[src/countdown_event_timer_table_macros.svh]
// ----------------------------------------------------------------------------
// Countdown event timer table assertion macros
// Shared concurrent assertion forms used by the controller and datapath.
// ----------------------------------------------------------------------------
`ifndef COUNTDOWN_EVENT_TIMER_TABLE_MACROS_SVH
`define COUNTDOWN_EVENT_TIMER_TABLE_MACROS_SVH

// Condition that must hold at every clock edge outside of reset.
`define CTT_ASSERT_ALWAYS(lbl, c, r, cond, msg) \
    lbl: assert property (@(posedge c) disable iff (!r) (cond)) else $error(msg);

// Consequent must hold in the same cycle as the antecedent.
`define CTT_ASSERT_IMPL(lbl, c, r, ante, cons, msg) \
    lbl: assert property (@(posedge c) disable iff (!r) (ante) |-> (cons)) else $error(msg);

// Consequent must hold in the cycle after the antecedent.
`define CTT_ASSERT_NEXT(lbl, c, r, ante, cons, msg) \
    lbl: assert property (@(posedge c) disable iff (!r) (ante) |=> (cons)) else $error(msg);

`endif

[src/ctt_pkg.sv]
`timescale 1ns / 1ps
// ----------------------------------------------------------------------------
// Countdown event timer table package
// Shared word types, result codes and controller/datapath interface structs.
// ----------------------------------------------------------------------------
package ctt_pkg;

    localparam int SLOTS_DEF      = 16;
    localparam int TIME_WIDTH_DEF = 32;

    // Operation codes carried in the mode field.
    localparam logic MODE_ADD  = 1'b0;
    localparam logic MODE_TICK = 1'b1;

    // Result kinds.
    localparam logic [1:0] KIND_ADD_OK   = 2'd0;
    localparam logic [1:0] KIND_ADD_FULL = 2'd1;
    localparam logic [1:0] KIND_FIRED    = 2'd2;
    localparam logic [1:0] KIND_DONE     = 2'd3;

    typedef struct packed {
        logic        mode;
        logic [31:0] period;
        logic        repeat_req;
        logic [7:0]  event_tag;
        logic [31:0] delta;
    } req_word_t;

    typedef struct packed {
        logic [1:0] kind;
        logic [7:0] fired_tag;
        logic       removed;
        logic       last;
    } rsp_word_t;

    typedef struct packed {
        logic       capture;
        logic       add_commit;
        logic       tick_start;
        logic       rd_issue;
        logic       entry_commit;
        logic       tick_end;
        logic       out_load;
        logic [1:0] out_kind;
    } cmd_t;

    typedef struct packed {
        logic mode;
        logic full;
        logic rd_more;
        logic fire;
        logic out_free;
    } stat_t;

endpackage

[src/ctt_ram.sv]
`timescale 1ns / 1ps
// ----------------------------------------------------------------------------
// Generic simple dual-port RAM
// One write port and one read port with registered read data.
// ----------------------------------------------------------------------------
module ctt_ram #(
    parameter int WIDTH = 8,
    parameter int DEPTH = 16
) (
    input  logic                                   clk,
    input  logic                                   we,
    input  logic [((DEPTH > 1) ? $clog2(DEPTH) : 1)-1:0] waddr,
    input  logic [WIDTH-1:0]                       wdata,
    input  logic                                   re,
    input  logic [((DEPTH > 1) ? $clog2(DEPTH) : 1)-1:0] raddr,
    output logic [WIDTH-1:0]                       rdata
);

    logic [WIDTH-1:0] mem [DEPTH];
    logic [WIDTH-1:0] rdata_reg;

    always_ff @(posedge clk)
    begin
        if (we)
        begin
            mem[waddr] <= wdata;
        end
    end

    always_ff @(posedge clk)
    begin
        if (re)
        begin
            rdata_reg <= mem[raddr];
        end
    end

    assign rdata = rdata_reg;

endmodule

[src/ctt_ctrl.sv]
`timescale 1ns / 1ps
// ----------------------------------------------------------------------------
// Countdown event timer table controller
// Sequences adds and table sweeps, and schedules result words.
// ----------------------------------------------------------------------------
`include "countdown_event_timer_table_macros.svh"

module ctt_ctrl (
    input  logic           clk,
    input  logic           rst_n,
    input  logic           req_valid,
    output logic           req_ready,
    input  ctt_pkg::stat_t stat,
    output ctt_pkg::cmd_t  cmd
);

    localparam logic [2:0] ST_IDLE  = 3'd0;
    localparam logic [2:0] ST_DISP  = 3'd1;
    localparam logic [2:0] ST_ADD   = 3'd2;
    localparam logic [2:0] ST_TCHK  = 3'd3;
    localparam logic [2:0] ST_TEVAL = 3'd4;
    localparam logic [2:0] ST_TDONE = 3'd5;

    logic [2:0] state_reg;
    logic [2:0] state_next;

    always_comb
    begin
        state_next   = state_reg;
        cmd          = '0;
        cmd.out_kind = ctt_pkg::KIND_DONE;
        req_ready    = 1'b0;
        case (state_reg)
            ST_IDLE:
            begin
                req_ready = 1'b1;
                if (req_valid)
                begin
                    cmd.capture = 1'b1;
                    state_next  = ST_DISP;
                end
            end
            ST_DISP:
            begin
                if (stat.mode == ctt_pkg::MODE_ADD)
                begin
                    state_next = ST_ADD;
                end
                else
                begin
                    cmd.tick_start = 1'b1;
                    state_next     = ST_TCHK;
                end
            end
            ST_ADD:
            begin
                if (stat.out_free)
                begin
                    cmd.out_load   = 1'b1;
                    cmd.out_kind   = stat.full ? ctt_pkg::KIND_ADD_FULL
                                               : ctt_pkg::KIND_ADD_OK;
                    cmd.add_commit = !stat.full;
                    state_next     = ST_IDLE;
                end
            end
            ST_TCHK:
            begin
                if (stat.rd_more)
                begin
                    cmd.rd_issue = 1'b1;
                    state_next   = ST_TEVAL;
                end
                else
                begin
                    state_next = ST_TDONE;
                end
            end
            ST_TEVAL:
            begin
                if (!stat.fire)
                begin
                    cmd.entry_commit = 1'b1;
                    state_next       = ST_TCHK;
                end
                else if (stat.out_free)
                begin
                    cmd.out_load     = 1'b1;
                    cmd.out_kind     = ctt_pkg::KIND_FIRED;
                    cmd.entry_commit = 1'b1;
                    state_next       = ST_TCHK;
                end
            end
            ST_TDONE:
            begin
                if (stat.out_free)
                begin
                    cmd.out_load = 1'b1;
                    cmd.out_kind = ctt_pkg::KIND_DONE;
                    cmd.tick_end = 1'b1;
                    state_next   = ST_IDLE;
                end
            end
            default:
            begin
                state_next = ST_IDLE;
            end
        endcase
    end

    always_ff @(posedge clk or negedge rst_n)
    begin
        if (!rst_n)
        begin
            state_reg <= ST_IDLE;
        end
        else
        begin
            state_reg <= state_next;
        end
    end

    `CTT_ASSERT_NEXT(a_capture_dispatch, clk, rst_n, cmd.capture, state_reg == ST_DISP, "accepted word not dispatched")
    `CTT_ASSERT_IMPL(a_load_state, clk, rst_n, cmd.out_load, (state_reg == ST_ADD) || (state_reg == ST_TEVAL) || (state_reg == ST_TDONE), "result loaded from wrong state")
    `CTT_ASSERT_NEXT(a_read_eval, clk, rst_n, cmd.rd_issue, state_reg == ST_TEVAL, "table read not followed by evaluation")

endmodule

[src/ctt_dp.sv]
`timescale 1ns / 1ps
// ----------------------------------------------------------------------------
// Countdown event timer table datapath
// Timer table storage, sweep pointers, countdown arithmetic and result register.
// ----------------------------------------------------------------------------
`include "countdown_event_timer_table_macros.svh"

module ctt_dp #(
    parameter int SLOTS      = ctt_pkg::SLOTS_DEF,
    parameter int TIME_WIDTH = ctt_pkg::TIME_WIDTH_DEF
) (
    input  logic                 clk,
    input  logic                 rst_n,
    input  ctt_pkg::req_word_t   req,
    input  ctt_pkg::cmd_t        cmd,
    output ctt_pkg::stat_t       stat,
    input  logic                 rsp_ready,
    output logic                 rsp_valid,
    output ctt_pkg::rsp_word_t   rsp
);

    localparam int IDX_W = (SLOTS > 1) ? $clog2(SLOTS) : 1;
    localparam int CNT_W = $clog2(SLOTS + 1);
    localparam int ENT_W = 2 * TIME_WIDTH + 9;

    ctt_pkg::req_word_t in_reg;
    ctt_pkg::rsp_word_t out_reg;
    ctt_pkg::rsp_word_t out_next;
    logic               out_valid_reg;
    logic               out_valid_next;
    logic [CNT_W-1:0]   count_reg;
    logic [CNT_W-1:0]   count_next;
    logic [CNT_W-1:0]   rd_reg;
    logic [CNT_W-1:0]   rd_next;
    logic [CNT_W-1:0]   wr_reg;
    logic [CNT_W-1:0]   wr_next;

    logic [TIME_WIDTH-1:0] period_t;
    logic [TIME_WIDTH-1:0] delta_t;
    logic [TIME_WIDTH-1:0] ent_rem;
    logic [TIME_WIDTH-1:0] ent_per;
    logic [TIME_WIDTH-1:0] rem_new;
    logic                  ent_flag;
    logic [7:0]            ent_tag;
    logic                  fire;
    logic                  keep;

    logic                  ram_we;
    logic [IDX_W-1:0]      ram_waddr;
    logic [ENT_W-1:0]      ram_wdata;
    logic [ENT_W-1:0]      ram_rdata;

    // Input times clamp to the largest value the table can hold.
    assign period_t = ((in_reg.period >> TIME_WIDTH) != 32'd0) ? {TIME_WIDTH{1'b1}}
                                                               : TIME_WIDTH'(in_reg.period);
    assign delta_t  = ((in_reg.delta >> TIME_WIDTH) != 32'd0) ? {TIME_WIDTH{1'b1}}
                                                              : TIME_WIDTH'(in_reg.delta);

    assign ent_rem  = ram_rdata[ENT_W-1 -: TIME_WIDTH];
    assign ent_per  = ram_rdata[TIME_WIDTH+8 -: TIME_WIDTH];
    assign ent_flag = ram_rdata[8];
    assign ent_tag  = ram_rdata[7:0];

    assign fire    = delta_t > ent_rem;
    assign rem_new = fire ? ent_per : (ent_rem - delta_t);
    assign keep    = !fire || ent_flag;

    // Survivors are written back at the compaction pointer, never ahead of the read pointer.
    assign ram_we    = cmd.add_commit || (cmd.entry_commit && keep);
    assign ram_waddr = cmd.add_commit ? count_reg[IDX_W-1:0] : wr_reg[IDX_W-1:0];
    assign ram_wdata = cmd.add_commit
                       ? {period_t, period_t, in_reg.repeat_req, in_reg.event_tag}
                       : {rem_new, ent_per, ent_flag, ent_tag};

    ctt_ram #(
        .WIDTH (ENT_W),
        .DEPTH (SLOTS)
    ) u_table (
        .clk   (clk),
        .we    (ram_we),
        .waddr (ram_waddr),
        .wdata (ram_wdata),
        .re    (cmd.rd_issue),
        .raddr (rd_reg[IDX_W-1:0]),
        .rdata (ram_rdata)
    );

    always_comb
    begin
        stat.mode     = in_reg.mode;
        stat.full     = count_reg >= CNT_W'(SLOTS);
        stat.rd_more  = rd_reg < count_reg;
        stat.fire     = fire;
        stat.out_free = !out_valid_reg || rsp_ready;
    end

    always_comb
    begin
        out_next.kind      = cmd.out_kind;
        out_next.fired_tag = 8'd0;
        out_next.removed   = 1'b0;
        out_next.last      = 1'b1;
        case (cmd.out_kind)
            ctt_pkg::KIND_FIRED:
            begin
                out_next.fired_tag = ent_tag;
                out_next.removed   = !ent_flag;
                out_next.last      = 1'b0;
            end
            default:
            begin
                out_next.last = 1'b1;
            end
        endcase
    end

    always_comb
    begin
        count_next     = count_reg;
        rd_next        = rd_reg;
        wr_next        = wr_reg;
        out_valid_next = out_valid_reg;
        if (cmd.add_commit)
        begin
            count_next = count_reg + CNT_W'(1);
        end
        else if (cmd.tick_end)
        begin
            count_next = wr_reg;
        end
        if (cmd.tick_start)
        begin
            rd_next = '0;
            wr_next = '0;
        end
        else if (cmd.entry_commit)
        begin
            rd_next = rd_reg + CNT_W'(1);
            wr_next = wr_reg + CNT_W'(keep);
        end
        if (cmd.out_load)
        begin
            out_valid_next = 1'b1;
        end
        else if (rsp_ready)
        begin
            out_valid_next = 1'b0;
        end
    end

    always_ff @(posedge clk or negedge rst_n)
    begin
        if (!rst_n)
        begin
            count_reg     <= '0;
            rd_reg        <= '0;
            wr_reg        <= '0;
            out_valid_reg <= 1'b0;
        end
        else
        begin
            count_reg     <= count_next;
            rd_reg        <= rd_next;
            wr_reg        <= wr_next;
            out_valid_reg <= out_valid_next;
        end
    end

    always_ff @(posedge clk)
    begin
        if (cmd.capture)
        begin
            in_reg <= req;
        end
        if (cmd.out_load)
        begin
            out_reg <= out_next;
        end
    end

    assign rsp_valid = out_valid_reg;
    assign rsp       = out_reg;

    `CTT_ASSERT_ALWAYS(a_count_bound, clk, rst_n, count_reg <= CNT_W'(SLOTS), "timer count above table size")
    `CTT_ASSERT_ALWAYS(a_wr_behind_rd, clk, rst_n, wr_reg <= rd_reg, "compaction pointer passed read pointer")
    `CTT_ASSERT_IMPL(a_load_free, clk, rst_n, cmd.out_load, !out_valid_reg || rsp_ready, "result register overwritten")

endmodule

[src/countdown_event_timer_table.sv]
`timescale 1ns / 1ps
// ----------------------------------------------------------------------------
// Countdown event timer table
// Ordered table of one-shot and periodic countdown timers driven by ticks.
// ----------------------------------------------------------------------------
// Usage: request words arrive on req/req_valid/req_ready and result words
// leave on rsp/rsp_valid/rsp_ready. An add word (mode 0) appends a timer and
// answers with one word, accepted or rejected when the table is full. A tick
// word (mode 1) subtracts delta from every timer in insertion order; each
// timer that runs past zero reports a fired word, reloads its period, and is
// removed if one-shot. The tick ends with a done word marked last.
// Timing: the block works on one request at a time. An add passes through
// capture, dispatch and the add state to its result. A tick reads and writes
// back each stored timer in turn, through the single table memory; a new
// request is taken in the cycle after the last result is loaded.
// Reset empties the table (the timer count clears; the table memory keeps no
// reset value). A stalled receiver holds the result register, and the sweep
// waits in place on the next fired or done word until the register frees.
// ----------------------------------------------------------------------------
module countdown_event_timer_table #(
    parameter int SLOTS      = ctt_pkg::SLOTS_DEF,
    parameter int TIME_WIDTH = ctt_pkg::TIME_WIDTH_DEF
) (
    input  logic               clk,
    input  logic               rst_n,
    input  logic               req_valid,
    output logic               req_ready,
    input  ctt_pkg::req_word_t req,
    output logic               rsp_valid,
    input  logic               rsp_ready,
    output ctt_pkg::rsp_word_t rsp
);

    // Command and status between the sequencer and the table datapath.
    ctt_pkg::cmd_t  cmd;
    ctt_pkg::stat_t stat;

    // The controller owns the request handshake and the sweep order.
    ctt_ctrl u_ctrl (
        .clk       (clk),
        .rst_n     (rst_n),
        .req_valid (req_valid),
        .req_ready (req_ready),
        .stat      (stat),
        .cmd       (cmd)
    );

    // The datapath holds the timer memory, pointers and the result register.
    ctt_dp #(
        .SLOTS      (SLOTS),
        .TIME_WIDTH (TIME_WIDTH)
    ) u_dp (
        .clk       (clk),
        .rst_n     (rst_n),
        .req       (req),
        .cmd       (cmd),
        .stat      (stat),
        .rsp_ready (rsp_ready),
        .rsp_valid (rsp_valid),
        .rsp       (rsp)
    );

endmodule
[config.mk]
export PLATFORM = sky130hd
export DESIGN_NAME = countdown_event_timer_table
export DESIGN_NICKNAME = d
export VERILOG_FILES = /design/src/ctt_pkg.sv /design/src/ctt_ram.sv /design/src/ctt_ctrl.sv /design/src/ctt_dp.sv /design/src/countdown_event_timer_table.sv
export VERILOG_INCLUDE_DIRS = /design/src /design/src/src
export SDC_FILE = /design/constraint.sdc
export NUM_CORES = 1
export LEC_CHECK = 0
export ABC_AREA = 1
export BUFFER_PORTS_ARGS = -buffer_cell sky130_fd_sc_hd__buf_2
export CAP_MARGIN = 20
export CELL_PAD_IN_SITES_DETAIL_PLACEMENT = 0
export CELL_PAD_IN_SITES_GLOBAL_PLACEMENT = 2
export CORE_ASPECT_RATIO = 0.75
export CORE_MARGIN = 3
export CORE_UTILIZATION = 35
export CTS_BUF_LIST = sky130_fd_sc_hd__clkbuf_4 sky130_fd_sc_hd__clkbuf_8 sky130_fd_sc_hd__clkbuf_16
export CTS_CLUSTER_DIAMETER = 200
export CTS_CLUSTER_SIZE = 10
export DETAILED_ROUTE_END_ITERATION = 8
export PLACE_DENSITY = 0.7
export SYNTH_ARGS = -nofsm -noshare
export SYNTH_HDL_FRONTEND = slang
export SYNTH_SLANG_ARGS = --single-unit
[constraint.sdc]
create_clock -name clk -period 9.1 [get_ports clk]
set_clock_uncertainty 0.15 [all_clocks]
set_input_delay 0.455 -clock clk [delete_from_list [all_inputs] [get_ports clk]]
set_output_delay 0.455 -clock clk [all_outputs]
set_load 0.01 [all_outputs]
== Word-level counts from Yosys, hierarchy flattened ==
Memory sizes are Yosys's and may differ from the RTL's. A register that Yosys moved wholly into a read port is not among the register bits.
Index checks and enable logic that the tools add are counted.
W data, S select, Z words.

* Mux-type cells: 40
* Reduce and logical (&&, ||, !) cells: 14
* Eq/ne operators: 9
* $add $sub $neg: 4
* $lt $le $gt $ge: 3

{| class="wikitable"
|+ Operator list
! cell !! number
|-
| $mux W73 || 1
|-
| $gt A32 B32 Y1 || 1
|-
| $mux W32 || 1
|-
| $sub A32 B32 Y32 || 1
|-
| $mux W5 || 6
|-
| $mux W1 || 21
|-
| $mux W3 || 7
|-
| $pmux W3 S5 || 1
|-
| $add A5 B1 Y5 const B || 2
|-
| $pmux W3 S3 || 1
|-
| $mux W4 || 2
|-
| $eq A3 B2 Y1 const B || 2
|-
| $eq A3 B3 Y1 const B || 2
|-
| $reduce_bool A2 Y1 || 3
|-
| $add A5 B1 Y5 || 1
|-
| $ge A5 B5 Y1 const B || 1
|-
| $lt A5 B5 Y1 || 1
|-
| $logic_not A1 Y1 || 4
|-
| $eq A3 B1 Y1 const B || 1
|-
| $logic_not A3 Y1 || 1
|-
| $logic_or A1 B1 Y1 || 3
|-
| $ne A3 B3 Y1 const B || 1
|-
| $reduce_and A3 Y1 || 1
|-
| $eq A2 B2 Y1 const B || 1
|-
| other kinds (4) || 4
|}

* Register bits: 105
* Bits in writable memories: 1,168
* Logic and storage cells: 85
* Output and inout bits: 14
* Input port bits: 78
* Memories kept: 1

{| class="wikitable"
|+ Memories
! name !! words !! width !! read ports !! clocked after Yosys merged registers in !! wr ports !! RTL line !! text
|-
| u_dp.u_table.mem || 16 || 73 || 1 || 1 || 1 || ctt_ram.sv:19 || <nowiki>logic [WIDTH-1:0] mem [DEPTH];</nowiki>
|}

== Depth between registers and ports, before layout ==
Gate-level depths: netlist (run 1).

* Depth in word-level cells: 9
* Depth in mapped cells: 19
* Mapped depth without buffers: 19

== Modules after synthesis ==
A second synthesis (run 1) with hierarchy kept.

* Cells, all modules: 5,828
* Area, all modules: 59,951.2 µm²

{| class="wikitable"
|+ By module, submodules not included
! module !! cells an instance !! area an instance (µm²) !! times used !! sequential area each (µm²)
|-
| ctt_ram || 4,798 || 52,412.8 || 1 || 37,265.7
|-
| ctt_dp || 975 || 7,224.4 || 1 || 2,982.9
|-
| ctt_ctrl || 55 || 314.1 || 1 || 75.1
|}

== Worst setup path before layout (run 1) ==
OpenSTA, ideal clock, no wires.

* Path type: reg-to-reg
* Start: register u_ctrl.state_reg[0]
* End: register u_dp.in_reg, in the netlist u_dp.delta_t[0], enable pin
* Stages on the path, launching flop included: 4
* Clock period less this slack: 6.364 ns
* Arrival time: 5.617 ns
* Buffers on the path: 0
* Required time: 8.353 ns
* Setup time: 0.597 ns
* Path slack: 2.736 ns
* Path through: dfrtp_1 > nor2_1 > inv_1 > nor3_1

{| class="wikitable"
|+ RTL lines
! element !! RTL line !! text
|-
| from (decl) || ctt_ctrl.sv:24 || <nowiki>logic [2:0] state_reg;</nowiki>
|-
| from (signal assigned) || ctt_ctrl.sv:118 || <nowiki>state_reg <= state_next;</nowiki>
|-
| to (signal assigned) || ctt_dp.sv:173 || <nowiki>in_reg <= req;</nowiki>
|-
| to (decl) || ctt_dp.sv:26 || <nowiki>ctt_pkg::req_word_t in_reg;</nowiki>
|}

== Final worst setup path (run 1) ==
* Start: register u_dp.in_reg, in the netlist u_dp.delta_t[0]
* End: memory u_dp.u_table.mem[12][46] (netlist bit), enable pin

* Word-level cells in the longest chain between the ends: 7
* Elaborated cells on any way between the ends: 9
* Those cells by class: order compare: 1; mux: 4; reduce/logical: 4

{| class="wikitable"
|+ Ends and longest elaborated chain
! element !! RTL line !! text
|-
| $gt A32 B32 Y1 * || ctt_dp.sv:64 || <nowiki>assign fire = delta_t > ent_rem;</nowiki>
|-
| $mux W1 / $logic_not A1 Y1 (equally long branches) || ctt_ctrl.sv:80, ctt_dp.sv:66 ||
|-
| $mux W1 / $logic_or A1 B1 Y1 (equally long branches) || ctt_ctrl.sv:33, ctt_dp.sv:66 ||
|-
| $logic_and A1 B1 Y1 * || ctt_dp.sv:69 || <nowiki>assign ram_we = cmd.add_commit || (cmd.entry_commit && keep);</nowiki>
|-
| $logic_or A1 B1 Y1 * || ctt_dp.sv:69 ||
|-
| $mux W1 * || ctt_ram.sv:24 || <nowiki>if (we)</nowiki>
|-
| $mux W1 (not written as such) * || ctt_ram.sv:26 || <nowiki>mem[waddr] <= wdata;</nowiki>
|-
| to (decl) || ctt_ram.sv:19 ||
|}

Mark *: on every way between the ends. The rest lies on a longest branch, timed or not.

==> metrics.txt, run 1 <==
WL/cell roughly 24 um; nets between 4,000 and 5,000; Routed Wire Length 158 mm; Total GRT Usage 19.2%; Vias 33,900; H-tree depth 4; worst-path fanout max 41; # resized after CTS 0; Yosys reg bits 1,346; max cap viols 0; Min-Delay Path Class primary input to flop; clock group share of total power 27.6%; cts bufs inserted 152; total power 19,400 uW; largest net degree at the start of global routing 238; Post-Syn Nets 4,302; Largest register FFs approximately 1,200; setup TNS 0 ps; Syn-to-layout area delta 14.2%; post-synth top area cell edfxtp_1; Syn Inst Count 4,183; row count 125; endpoints failing hold 0; clock root cell clkbuf_16; first-pass GRT wire length 230 mm; combinational share of power 27.6%; Synth top area share approximately 73%; RSZ-0062 raised after global routing false; Mapped Area around 55,000 um^2; Seq/Total Area, Yosys 73.5%; Peak Freq 0.200 GHz; VDD IR max between 200 and 250 uV; final hold slack 82.0 ps; Period Utilization, post-route between 50 and 60%; number of global-route vias before repair ~33,000; CTS tree done; port bufs between 90 and 100; Worst Setup End Kind flop; Switching Fraction 33.8%; Synth cell types 46; Worst EP required 9340 ps; Flop pwr share roughly 45%; Startpoint Class flop; Routed Antenna Nets 0; P_leak around 0.021 uW; syn avg cell area 13.1 um^2; actual slew at the worst max-slew pin 1080 ps; status completed; GPL Wtd Cong 0.819; I/O Pins 92; dpl cells 6,199; clk buf depth 3; 1st-iter DRT viols 3,532; Internal 12,900 uW; CP Class flop to flop; DR pass1 iterations 5; Pins Over Slew Limit 0; Synth area leaders edfxtp_1 73%, nor2_1 4.8%, nand2_1 3.8%; ratio of cells with drive above 1 in the final layout 9.29%; Starting Density 35.3%; Power Density roughly 310 nW/um^2; Worst-path clk slew 60 ps; via/cell ratio 5.24; total grt overflow 0; clock sink count 1,346; arrival time worst endpoint 5250 ps; non-filler cells, final 6,459; Core Area 155,000 um^2; die area around 160,000 um^2; number of setup buffers added after CTS 0; Psw about 6600 uW; Die Ht 349 um; Post-route DRC 0; die width 463 um; Post-synth ARST share 1.41%; Slew HR 27.8%; top cells by count, synth 1,327 x edfxtp_1, 709 x nor2_1, 560 x nand2_1; worst-skew pair later-pin latency approximately 750 ps; Post-synth EDFFs 1,327; Ys Warns 0; Setup violations, final 0; dpl hpwl 90.2 mm; Main synth FF type edfxtp_1; most common cell in the netlist edfxtp_1; initial antenna violation count 9; post-layout min period between 5000 and 6000 ps
-- metal layers --
metal	GRT usage [%]	part of all wire (%)	vias up
met2	28.1	43	887
met3	4.23	7.1	162
met4	4.92	1.9	2
met1	28.8	48	17200
met5	0.862	0.12	-
li1	-	-	15600
-- cells by family (layout without fill, tap and decap cells) --
| kind of cell | count (synthesis) | in the layout | synth area share, % |
|---|---|---|---|
| multiplexers | 115 | 115 | 2.10 |
| adder cells (fa/ha/maj) | 41 | 41 | 0.948 |
| other | 0 | 4 | 0 |
| AO/OA/AOI/OAI | 729 | 729 | 8.97 |
| flip-flops | 1346 | 1346 | 73.5 |
| buffers and inverters | 433 | 610 | 3.21 |
| AND/OR/NAND/NOR | 1497 | 1497 | 11.0 |
| XOR/XNOR | 22 | 22 | 0.351 |
-- per-stage QoR --
| step | utilization (%) | cell area, um^2 | setup WS [ps] |
|---|---|---|---|
| detailed placement | 37.2 | 57700 | 3920 |
| global route | 40.3 | 62700 | 3650 |
| CTS | 40.3 | 62600 | 3970 |
| global placement | 37.2 | 57700 | 3960 |
| finish | 40.4 | 62700 | 4100 |
| floorplan | - | 54900 | 2740 |
-- final timing paths --
check,cells after the start,start,slack [ps],end
worst max register to register,15,u_dp.delta_t[0],4100,u_dp.u_table.mem[12][46]
worst max-delay path,15,u_dp.delta_t[0],4100,u_dp.u_table.mem[12][46]
worst min register to register,2,u_dp.count_reg[0],400,u_dp.count_reg[0]
worst min-delay path,6,req_valid,80,u_ctrl.state_reg[2]
min in group asynchronous,2,rst_n,100,u_ctrl.state_reg[2]
max in group asynchronous,2,rst_n,8330,u_dp.rd_reg[2]
-- critical path, cell delays in order, from the launching register on --
cell and delay, ps:
edfxtp_1 360, ha_1 210, fa_1 410, inv_1 120, nand2_1 60, nand2_1 70
nand3_1 80, nand2_2 120, nand2_2 80, nand2_4 100, nand2_4 120, nand3_2 200
nand3_4 420, a21oi_4 710, buf_4 850, buf_4 500
-- cell type report --
cell class              instances  area (um^2)
well taps                    2095         2620
multi-input cells            2404        13000
diodes                          4         10.0
repair buffers                250         1920
inverters                     188          721
flip-flops and latches       1346        40300
fillers                     14500        92600
clock inverters                 9          134
clock buffers                 163         3960
-- what timing repair did --
| item | CTS | global route |
|---|---|---|
| hold endpoints to repair | 95 | 0 |
| endpoints found under the setup margin | 0 | 0 |
| hold buffers | 76 | 0 |
-- cell usage in the layout, fill, tap and decap left out, types with 26 or more instances in the layout --
cell / synthesis / layout
a21oi_1: 32 / 26
buf_2: 65 / 91
buf_4: 2 / 75
clkbuf_16: 0 / 156
dlygate4sd3_1: 0 / 76
edfxtp_1: 1327 / 1327
ha_1: 40 / 40
inv_1: 183 / 180
mux2i_1: 115 / 115
nand2_1: 560 / 560
nand3_1: 176 / 176
nor2_1: 709 / 707
o211ai_1: 33 / 33
o21ai_0: 327 / 321
o21ai_1: 20 / 26
o221ai_1: 117 / 117
o32ai_1: 177 / 177
-- power groups by stage --
stage               registers, uW  logic, uW  clock network (uW)
finish                       8710       5360                5370
detailed placement           8840       5310                   0
CTS                          8720       5350                5500
global route                 8750       5910                5740
floorplan                    8780       3200                   0
global placement             8840       5280                   0
No activity file was read; power rests on OpenSTA's default activity.
==> run 2: changes to the inputs <==
ABC_AREA = 0   (was 1)
PLACE_DENSITY = 0.67   (was 0.7)
clock period = 4.1 ns   (was 9.1 ns; I/O delays follow)
==> metrics.txt, run 2 <==
status completed; Syn Inst Count 2,540 (-39%); dpl hpwl 86.4 mm (-4.2%); max cap viols 0 (unchanged); top cells by count, synth 1,327 x edfxtp_1, 365 x mux4_2, 188 x nand2_1; Util after Layout 41.8% (+1.4 points); H-tree depth 4 (unchanged); Worst Setup End Kind flop; Die Ht 343 um (-1.7%); number of global-route vias before repair 27,400 (-17%); dpl cells 4,647 (-25%); Main synth FF type edfxtp_1; Pins Over Slew Limit 0 (unchanged); worst-path fanout max 16 (-61%); 1st-iter DRT viols 3,392 (-4.0%); Syn-to-layout area delta 18.4%; Peak Freq 0.253 GHz (+26%); I/O Pins 92 (unchanged); row count 123 (-1.6%); Post-route DRC 0 (unchanged); clock sink count 1,346 (unchanged); post-synth top area cell edfxtp_1; Slew HR 27.2% (-0.61 points); Vias 27,000 (-20%); Synth top area share 75.1% (+2.5 points); CP Cell Sequence ha_1 -> a21oi_1 -> o21ai_0 -> a21oi_1 -> a31oi_1 -> or3_4 -> nand2_2 -> buf_4 -> buf_4 -> nor3_1 -> nor3b_1 -> buf_4; CP Class flop to flop; Mapped Area 53,000 um^2 (-3.4%); Largest register FFs 1,168 (unchanged); actual slew at the worst max-slew pin 1090 ps (+11.2 ps); non-filler cells, final 4,966 (-23%); Worst EP required 4530 ps (-4810 ps); Yosys reg bits 1,346 (unchanged); P_leak 0.0199 uW (-5.2%); worst-skew pair later-pin latency 760 ps (about the same); Worst-path clk slew 60 ps (about the same); Buf/Inv on CP 3 (unchanged); Setup violations, final 0 (unchanged); Synth area leaders edfxtp_1 75%, mux4_2 15%, nand2_1 1.3%; Startpoint Class flop; Top cell by count, worst path buf_4; ratio of cells with drive above 1 in the final layout 28.0% (+19 points); Min-Delay Path Class primary input to flop; post-layout min period 3960 ps (-1040 ps); WL/cell 28.2 um (+16%); commonest non-fill, non-tap cells in the layout 1,327 x edfxtp_1, 365 x mux4_2, 188 x nand2_1; nets 3,061 (-31%); Seq/Total Area, Yosys 76.0% (+2.6 points); CTS tree done; die width 455 um (-1.7%); RSZ-0062 raised after global routing false; first-pass GRT wire length 202 mm (-12%); Ys Warns 0 (unchanged); Power Density 633 nW/um^2 (+100%); Period Utilization, post-route 96.6% (+42 points); slowest cell delay on critical path 560 ps (-290 ps); Post-synth EDFFs 1,327 (unchanged); Critical Path Slowest Stage Cell nor3b_1; GPL Wtd Cong 0.830 (+1.3%); syn avg cell area 20.9 um^2 (+59%); clock root cell clkbuf_16; endpoints failing hold 0 (unchanged); Starting Density 35.3% (-0.039 points); cts bufs inserted 152 (unchanged); most common cell after layout, fill and taps aside edfxtp_1; most common cell in the netlist edfxtp_1; via/cell ratio 5.44 (+3.7%); Routed Wire Length 140 mm (-11%); largest net degree at the start of global routing 131 (-45%); arrival time worst endpoint 4390 ps (-860 ps); Routed Antenna Nets 0 (unchanged); total grt overflow 0 (unchanged); Post-synth ARST share 1.41% (unchanged); clk buf depth 3 (unchanged); initial antenna violation count 10 (+1); Top delay family on crit path simple AND/OR/NAND/NOR gates; die area 156,000 um^2 (-3.3%); Synth cell types 70 (+52%); port bufs 91 (unchanged); VDD IR max 396 uV (+95%); Core Area 150,000 um^2 (-3.3%); Total GRT Usage 17.9% (-1.3 points); DR pass1 iterations 5 (unchanged); Post-Syn Nets 2,659 (-38%)
[run 2: report_power, final]
part / internal (uW) / switching, uW / total (uW)
Clock: 6910 / 5060 / 12000
Sequential: 17400 / 413 / 17800
Combinational: 3810 / 6160 / 9970
Total: 28100 / 11600 / 39700
[run 2: path summary, 6_finish.rpt]
kind / endpoint / slack, ps / startpoint / cells past startpoint
setup / recovery: u_dp.u_table.mem[12][63] / 140 / u_dp.u_table.rdata[52] / 12
hold / removal: u_dp.period_t[2] / 50 / req[43] / 2
setup reg to reg: u_dp.u_table.mem[12][63] / 140 / u_dp.u_table.rdata[52] / 12
hold reg to reg: u_dp.wr_reg[4] / 350 / u_dp.wr_reg[4] / 1
max in group asynchronous: u_dp.rd_reg[3] / 2520 / rst_n / 3
min in group asynchronous: u_dp.wr_reg[1] / 580 / rst_n / 3
[run 2: repair_timing]
action | 4_1_cts | 5_1_grt
resized for setup | 2 | 9
hold buffers | 133 | 0
setup endpoints to repair | 179 | 253
gates cloned | 0 | 2
hold endpoints to repair | 103 | 0
pin swaps | 0 | 2
setup buffers | 0 | 6
[run 2: cells by family after synthesis]
family                   Yosys count  synth area share [%]
flip-flops                      1346                  76.0
AND/OR/NAND/NOR                  391                  3.33
multiplexers                     372                  15.6
AO/OA/AOI/OAI                    197                  2.44
buffers and inverters            176                  1.31
adder cells (fa/ha/maj)           41                 0.981
XOR/XNOR                          17                 0.281
[run 2: layout make-up]
cell class | count | area, um^2
Antenna cell | 1 | 2.50
Fill cell | 13000 | 87400
Timing Repair Buffer | 375 | 3440
Multi-Input combinational cell | 1018 | 12200
Clock inverter | 8 | 125
Clock buffer | 169 | 4020
Sequential cell | 1346 | 40300
Inverter | 49 | 184
Tap cell | 2000 | 2500
[run 2: through the flow]
stage	setup WS [ps]	power, uW	cell area, um^2	hold slack, ps	TNS [ps]
floorplan	-779	23600	53100	-241	-226130
global route	7.62	41300	62800	38.1	0
finish	140	39700	62800	46.5	0
detailed placement	-43.3	28000	57200	38.9	-2510
CTS	115	40100	62600	0.447	0
global placement	-37.4	27800	57200	27.2	-2290
[run 2: per-layer routing]
layer	vias to the layer above	GRT usage, %	wire length, um
li1	11300	-	-
met1	14500	26.1	62100
met2	1104	27.0	63700
met3	187	4.19	11300
met4	0	5.33	3140
met5	-	0	0
